[src/lfu_pkg.sv]
// ---------------------------------------------------------------------------
// lfu_pkg
// Shared types, codes and bus widths for the LFU sorted entry table.
// ---------------------------------------------------------------------------
package lfu_pkg;

    localparam int IN_TDATA_W  = 72;
    localparam int OUT_TDATA_W = 72;

    localparam logic [1:0] OP_ADD    = 2'd0;
    localparam logic [1:0] OP_EVICT  = 2'd1;
    localparam logic [1:0] OP_REMOVE = 2'd2;
    localparam logic [1:0] OP_ACCESS = 2'd3;

    localparam logic [1:0] ST_OK      = 2'd0;
    localparam logic [1:0] ST_BUDGET  = 2'd1;
    localparam logic [1:0] ST_FULL    = 2'd2;
    localparam logic [1:0] ST_MISSING = 2'd3;

    typedef struct packed {
        logic [31:0] id;
        logic [31:0] cnt;
        logic [31:0] size;
    } t_entry;

endpackage

[src/lfu_cell.sv]
// ---------------------------------------------------------------------------
// lfu_cell
// One table slot: holds an entry and takes its neighbor's entry on shift.
// ---------------------------------------------------------------------------
module lfu_cell (
    input  logic            i_clk,
    input  logic            i_shift,
    input  lfu_pkg::t_entry i_entry,
    output lfu_pkg::t_entry o_entry
);
    import lfu_pkg::*;

    t_entry r_entry;

    always_ff @(posedge i_clk) begin
        if (i_shift) begin
            r_entry <= i_entry;
        end
    end

    assign o_entry = r_entry;

endmodule

[src/lfu_sorted_entry_table.sv]
// ---------------------------------------------------------------------------
// lfu_sorted_entry_table
// Use-count ordered table of cached elements with a total size budget.
// ---------------------------------------------------------------------------
// Input items arrive on s_axis (opcode, element id, element size); one
// result item per input leaves on m_axis (status, evicted id, total used).
// The budget register is written through i_cfg_wr_en / i_cfg_wr_data.
// The table is a ring of ENTRIES cells that rotates through a head unit
// once per pass; the head rewrites each entry as it goes by.
// Path from the accepting edge to m_axis_tvalid high:
//   rejected add or evict of an empty table: straight to the result
//   add, evict, remove, access of a missing id: a scan pass
//   access: find pass, then reorder pass
// One item is in work at a time; s_axis_tready is high while idle, from
// the cycle after the result is loaded.
// A finished result sits in the output register; the next item is
// accepted meanwhile, and its result waits until the register is taken.
// Reset (synchronous, active low) empties the table, zeroes the total
// and the budget, and drops any pending result.
// ---------------------------------------------------------------------------
module lfu_sorted_entry_table #(
    parameter int ENTRIES = 16
) (
    input  logic                            i_clk,
    input  logic                            i_rst_n,
    input  logic                            i_cfg_wr_en,
    input  logic [31:0]                     i_cfg_wr_data,
    input  logic                            s_axis_tvalid,
    output logic                            s_axis_tready,
    // opcode[1:0], element_id[33:2], element_size[65:34], zero pad
    input  logic [lfu_pkg::IN_TDATA_W-1:0]  s_axis_tdata,
    output logic                            m_axis_tvalid,
    input  logic                            m_axis_tready,
    // status[1:0], evicted_id[33:2], total_used[65:34], zero pad
    output logic [lfu_pkg::OUT_TDATA_W-1:0] m_axis_tdata
);
    import lfu_pkg::*;

    localparam int IW = $clog2(ENTRIES);
    localparam int CW = $clog2(ENTRIES + 1);

    typedef enum logic [3:0] {
        S_IDLE = 4'b0001,
        S_SCAN = 4'b0010,
        S_BUMP = 4'b0100,
        S_DONE = 4'b1000
    } t_state;

    t_state          r_state;
    logic [31:0]     r_budget;
    logic [CW-1:0]   r_count;
    logic [31:0]     r_used;
    logic [31:0]     r_evicted;
    logic [1:0]      r_op;
    logic [1:0]      r_status;
    logic [IW-1:0]   r_t;
    logic [IW-1:0]   r_m;
    logic            r_found;
    t_entry          r_key;
    t_entry          r_hold;
    logic            r_ovalid;
    logic [1:0]      r_ostatus;
    logic [31:0]     r_oevicted;
    logic [31:0]     r_oused;

    t_entry          w_cell [ENTRIES];
    t_entry          w_wr;
    t_entry          w_head;
    t_entry          w_next;
    logic            w_shift;
    logic            w_in_range;
    logic            w_match;
    logic            w_last;
    logic            w_ins;
    logic [32:0]     w_sum;
    logic [1:0]      w_in_op;
    logic [31:0]     w_in_id;
    logic [31:0]     w_in_size;

    assign w_in_op   = s_axis_tdata[1:0];
    assign w_in_id   = s_axis_tdata[33:2];
    assign w_in_size = s_axis_tdata[65:34];

    assign w_shift = (r_state == S_SCAN) || (r_state == S_BUMP);

    genvar gi;
    generate
        for (gi = 0; gi < ENTRIES; gi++) begin : g_cell
            t_entry w_src;
            if (gi == ENTRIES - 1) begin : g_tail
                assign w_src = w_wr;
            end else begin : g_mid
                assign w_src = w_cell[gi + 1];
            end
            lfu_cell u_cell (
                .i_clk   (i_clk),
                .i_shift (w_shift),
                .i_entry (w_src),
                .o_entry (w_cell[gi])
            );
        end
    endgenerate

    assign w_head     = w_cell[0];
    assign w_next     = w_cell[1];
    assign w_in_range = CW'(r_t) < r_count;
    assign w_match    = !r_found && w_in_range && (w_head.id == r_key.id);
    assign w_last     = (r_t == IW'(ENTRIES - 1));
    assign w_ins      = !r_found && ((r_t == r_m) || (w_head.cnt < r_key.cnt));
    assign w_sum      = {1'b0, r_used} + {1'b0, w_in_size};

    always_comb begin
        w_wr = w_head;
        case (r_state)
            S_SCAN: begin
                if (r_op == OP_ADD && CW'(r_t) == r_count) begin
                    w_wr = r_key;
                end else if (r_op == OP_REMOVE && (r_found || w_match)) begin
                    w_wr = w_next;
                end
            end
            S_BUMP: begin
                if (w_ins) begin
                    w_wr = r_key;
                end else if (r_found && r_t <= r_m) begin
                    w_wr = r_hold;
                end
            end
            default: w_wr = w_head;
        endcase
    end

    always_ff @(posedge i_clk) begin
        if (!i_rst_n) begin
            r_state  <= S_IDLE;
            r_budget <= '0;
            r_count  <= '0;
            r_used   <= '0;
            r_ovalid <= 1'b0;
        end else begin
            if (r_ovalid && m_axis_tready && r_state != S_DONE) begin
                r_ovalid <= 1'b0;
            end
            if (i_cfg_wr_en) begin
                r_budget <= i_cfg_wr_data;
            end
            case (r_state)
                S_IDLE: begin
                    if (s_axis_tvalid) begin
                        r_op      <= w_in_op;
                        r_key     <= '{id: w_in_id, cnt: 32'd1, size: w_in_size};
                        r_t       <= '0;
                        r_found   <= 1'b0;
                        r_evicted <= '0;
                        case (w_in_op)
                            OP_ADD: begin
                                if (w_sum > {1'b0, r_budget}) begin
                                    r_status <= ST_BUDGET;
                                    r_state  <= S_DONE;
                                end else if (r_count == CW'(ENTRIES)) begin
                                    r_status <= ST_FULL;
                                    r_state  <= S_DONE;
                                end else begin
                                    r_status <= ST_OK;
                                    r_state  <= S_SCAN;
                                end
                            end
                            OP_EVICT: begin
                                if (r_count == '0) begin
                                    r_status <= ST_MISSING;
                                    r_state  <= S_DONE;
                                end else begin
                                    r_status <= ST_OK;
                                    r_state  <= S_SCAN;
                                end
                            end
                            default: begin
                                r_status <= ST_MISSING;
                                r_state  <= S_SCAN;
                            end
                        endcase
                    end
                end
                S_SCAN: begin
                    r_t    <= w_last ? '0 : r_t + IW'(1);
                    r_hold <= w_head;
                    case (r_op)
                        OP_ADD: begin
                            if (w_last) begin
                                r_count <= r_count + CW'(1);
                                r_used  <= r_used + r_key.size;
                            end
                        end
                        OP_EVICT: begin
                            if (CW'(r_t) == r_count - CW'(1)) begin
                                r_evicted <= w_head.id;
                                r_used    <= r_used - w_head.size;
                            end
                            if (w_last) begin
                                r_count <= r_count - CW'(1);
                            end
                        end
                        OP_REMOVE: begin
                            if (w_match) begin
                                r_found  <= 1'b1;
                                r_status <= ST_OK;
                                r_used   <= r_used - w_head.size;
                            end
                            if (w_last && (r_found || w_match)) begin
                                r_count <= r_count - CW'(1);
                            end
                        end
                        default: begin
                            if (w_last) begin
                                r_found <= 1'b0;
                            end else if (w_match) begin
                                r_found <= 1'b1;
                            end
                            if (w_match) begin
                                r_status <= ST_OK;
                                r_m      <= r_t;
                                r_key    <= '{id: w_head.id,
                                              cnt: (&w_head.cnt) ? w_head.cnt
                                                                 : w_head.cnt + 32'd1,
                                              size: w_head.size};
                            end
                        end
                    endcase
                    if (w_last) begin
                        if (r_op == OP_ACCESS) begin
                            r_state <= (r_found || w_match) ? S_BUMP : S_DONE;
                        end else begin
                            r_state <= S_DONE;
                        end
                    end
                end
                S_BUMP: begin
                    r_t    <= w_last ? '0 : r_t + IW'(1);
                    r_hold <= w_head;
                    if (w_ins) begin
                        r_found <= 1'b1;
                    end
                    if (w_last) begin
                        r_state <= S_DONE;
                    end
                end
                S_DONE: begin
                    if (!r_ovalid || m_axis_tready) begin
                        r_ovalid   <= 1'b1;
                        r_ostatus  <= r_status;
                        r_oevicted <= r_evicted;
                        r_oused    <= r_used;
                        r_state    <= S_IDLE;
                    end
                end
                default: r_state <= S_IDLE;
            endcase
        end
    end

    assign s_axis_tready = (r_state == S_IDLE);
    assign m_axis_tvalid = r_ovalid;
    assign m_axis_tdata  = {6'b0, r_oused, r_oevicted, r_ostatus};

endmodule

[config.mk]
export PLATFORM = sky130hd
export DESIGN_NAME = lfu_sorted_entry_table
export DESIGN_NICKNAME = d
export VERILOG_FILES = /design/src/lfu_pkg.sv /design/src/lfu_cell.sv /design/src/lfu_sorted_entry_table.sv
export SDC_FILE = /design/constraint.sdc
export NUM_CORES = 2
export LEC_CHECK = 0
export BUFFER_PORTS_ARGS = -buffer_cell sky130_fd_sc_hd__buf_2
export CORE_AREA = 8 8 350 352
export CTS_BUF_LIST = sky130_fd_sc_hd__clkbuf_4
export DETAILED_ROUTE_END_ITERATION = 7
export DIE_AREA = 0 0 358 360
export GPL_TIMING_DRIVEN = 0
export PLACE_DENSITY = 0.77
export SLEW_MARGIN = 20
export SYNTH_ARGS = -nofsm -noshare
export SYNTH_HDL_FRONTEND = slang
export SYNTH_HIERARCHICAL = 1
export SYNTH_SLANG_ARGS = --single-unit
[constraint.sdc]
create_clock -name i_clk -period 127 [get_ports i_clk]
set_input_delay 0 -clock i_clk [delete_from_list [all_inputs] [get_ports i_clk]]
set_output_delay 0 -clock i_clk [all_outputs]
set_load 0.02 [all_outputs]
==> results.sh <==
export IMPL_comb_power_share_pct=4.3
export IMPL_placedCellCount=5892
export IMPL_start_util_pct=59.44
export IMPL_finalHoldViolCount=0
export IMPL_yosysMostFrequentCell="edfxtp_1"
export IMPL_die_area_mm2=0.1289
export IMPL_synth_common_cells="1839 x edfxtp_1, 398 x nand2_1, 217 x a21oi_1"
export IMPL_die_h_um=360
export IMPL_synth_edff_count=1839
export IMPL_core_area_mm2=0.1170
export IMPL_ctsResizeCount=0
export IMPL_grt_pass1_vias=39660
export IMPL_cts_tree="done"
export IMPL_avgSynthCellArea_um2=17.47
export IMPL_synth_area_leaders="edfxtp_1 79%, ha_1 2.6%, nand2_1 2.1%"
export IMPL_drv_cap=0
export IMPL_intPower_mw=0.9599
export IMPL_clk_latency_ps=1380
export IMPL_die_x_um=358
export IMPL_p_leak_nw=30.10
export IMPL_worstPathRequired_ps=128250
export IMPL_vias_per_cell=5.708
export IMPL_synth_largest_area_cell="edfxtp_1"
export IMPL_synth_seq_cells=1913
export IMPL_timing_final_crit_share_pct=5.469
export IMPL_pwr_density_cell_mw_per_mm2=14.94
export IMPL_finalNonFillerCells=6983
export IMPL_synthDistinctLibCells=76
export IMPL_pwr_share_clk_pct=38.6
export IMPL_firstDrtPassIters=5
export IMPL_drc=0
export IMPL_track_usage_pct=24.59
export IMPL_power_switching_mw=0.2731
export IMPL_wl_per_cell_um=22.82
export IMPL_ys_async_sr_fraction_pct=0
export IMPL_slew_headroom_pct=18.01
export IMPL_setup_violations_final=0
export IMPL_grt_pass1_wl_mm=238.0
export IMPL_route_vias_total=39860
export IMPL_fin_crit_ps=6946
export IMPL_cts_hold_buffers_added=293
export IMPL_finalSetupTns_ps=0
export IMPL_crit_arrival_ps=8200
export IMPL_timing_hold_ws_ps=138.8
export IMPL_p_sw_share_pct=22.15
export IMPL_nNetsFinal=5366
export IMPL_core_rowCount=126
export IMPL_finalClockSkew_ps=166.0
export IMPL_placed_cell_area_mm2=0.07406
export IMPL_hpwl_mm=101.4
export IMPL_path_clk_slew_ps=60
export IMPL_path_cells="ha_1, inv_1, fa_1, nor2b_1, o31a_1, o41a_1, o21ai_1, o21ai_1, or4b_1, a21oi_1, nor4_1, nand3b_1, ha_1, nand3_1, or3_1, nor2_1, and4_1, o2111ai_1, o21ai_0, o41ai_1, dlygate4sd3_1, o21a_1, o32ai_1, dlygate4sd3_1"
export IMPL_finalPower_mw=1.233
export IMPL_cp_start_kind="flip-flop"
export IMPL_antenna_found_initial=19
export IMPL_synth_area_mm2=0.06953
export IMPL_critPathSlowestCell="dlygate4sd3_1"
export IMPL_synth_top_area_share_pct=79.42
export IMPL_areaGrowthSynthToFinish_pct=18.66
export IMPL_worstHoldPathType="input pin to flip-flop"
export IMPL_synth_cells=3980
export IMPL_place_congestion=0.9097
export IMPL_cts_setup_buffers=0
export IMPL_yosys_most_used_dff="edfxtp_1"
export IMPL_worst_pin_slew_ps=1230
export IMPL_outcome="finished clean"
export IMPL_portBuffers=169
export IMPL_io_pins=183
export IMPL_worst_setup_path_end_kind="flip-flop"
export IMPL_worstPathMaxFanout=4
export IMPL_clock_path_buffers=4
export IMPL_drv_slew=0
export IMPL_peakVddDrop_mv=0.01353
export IMPL_postLayoutCellArea_mm2=0.08251
export IMPL_ys_warnings_count=6
export IMPL_grt_max_degree=25
export IMPL_fill_cells=7212
export IMPL_synth_seq_area_share_pct=81.55
export IMPL_overflow=0
export IMPL_clkSinkCount=1913
export IMPL_clock_root_buffer="clkbuf_4"
export IMPL_postRouteAntennaNets=0
export IMPL_finalWirelength_mm=159.4
export IMPL_seqCellArea_mm2=0.05670
export IMPL_rsz0062_at_grt="false"
export IMPL_clock_fmax_mhz=144.0
export IMPL_cts_buffers=460
export IMPL_multiInputGateArea_mm2=0.01193
export IMPL_max_stage_delay_ps=670
export IMPL_dr_first_iter_drc_count=4280
export IMPL_htree_levels=5
export IMPL_worst_setup_path_type="flip-flop to flip-flop"
export IMPL_drive_above_1_share_pct=19.98
export IMPL_p_seq_share_pct=57.1
-- metal layers --
metal | vias up | track usage [%] | share of wire, %
met3 | 355 | 6.116 | 9.7
met4 | 2 | 9.940 | 3.4
met1 | 19420 | 36.64 | 43
met2 | 2221 | 35.03 | 44
met5 | - | 0 | 0.0082
li1 | 17860 | - | -
-- worst paths after layout --
| check | endpoint | depth (start not counted) | start | slack, ps |
|---|---|---|---|---|
| worst max-delay path | r_state[1] | 24 | r_used[0] | 120050 |
| worst min-delay path | r_key[73] | 4 | s_axis_tdata[11] | 140 |
| worst max register to register | r_state[1] | 24 | r_used[0] | 120050 |
| worst min register to register | g_cell[1].u_cell/o_entry[67] | 0 | g_cell[2].u_cell/o_entry[67] | 330 |
-- per-stage QoR --
step | utilization [%] | setup WS [ps]
2_1_floorplan | - | 13460
3_3_place_gp | 61.82 | -28500
3_5_place_dp | 63.31 | 121220
4_1_cts | 70.49 | 120230
5_1_grt | 70.52 | 119810
6_report | 70.53 | 120050
-- power groups by stage --
stage	Combinational (mW)	Sequential (mW)	Clock [mW]
2_1_floorplan	0.0258	0.751	0
3_3_place_gp	0.0393	0.766	0
3_5_place_dp	0.0437	0.718	0
4_1_cts	0.0516	0.704	0.487
5_1_grt	0.0570	0.705	0.522
6_report	0.0531	0.705	0.475
-- cell usage in the layout (no fill, tap or decap), drive strengths merged, types with 46 or more instances in the layout --
master / instances
a211o: 99
a21o: 64
a21oi: 217
a22o: 96
and3: 46
buf: 414
clkbuf: 722
clkinv: 129
dfxtp: 74
dlygate4sd3: 293
edfxtp: 1839
ha: 144
inv: 113
nand2: 399
nand3: 49
nor2: 181
o21ai: 56
xnor2: 54
xor2: 78
-- final cells by class --
type                    count  share of cell area (%)
diodes                     22                 0.06673
plain buffers             128                  0.6597
clock buffers             637                   5.796
clock inverters           139                  0.8204
inverters                 108                  0.4913
multi-input cells        1836                   14.46
flip-flops and latches   1913                   68.73
well taps                1536                   2.329
repair buffers            664                   6.647
-- cell families after synthesis --
kind of cell | count (synthesis) | share of synthesized area [%]
flops | 1913 | 81.55
simple gates | 859 | 5.666
other cells | 1 | 0.005393
mux | 36 | 0.5236
xor+xnor | 132 | 1.673
compound gates | 657 | 6.566
fa+ha+maj | 146 | 2.649
buf+inv | 236 | 1.366
-- critical path: cells and delay by family, from the launching register on --
family | cells | cell delay (ps)
compound gates | 10 | 2210
simple gates | 8 | 1960
buf+inv | 3 | 1300
fa+ha+maj | 3 | 950
flops | 1 | 490
-- flip-flops by register name, summed over array words and instances, names as in the netlist --
| signal | count |
|---|---|
| r_m | 4 |
| r_found | 1 |
| g_cell.u_cell/o_entry | 1536 |
| r_used | 32 |
| r_ostatus | 2 |
| r_state | 4 |
| r_budget | 32 |
| r_hold | 96 |
| r_evicted | 32 |
| m_axis_tvalid | 1 |
| r_t | 4 |
| r_status | 2 |
| r_oevicted | 32 |
| r_count | 5 |
| r_op | 2 |
| r_key | 96 |
| r_oused | 32 |
(Power assumes the default switching activity.)
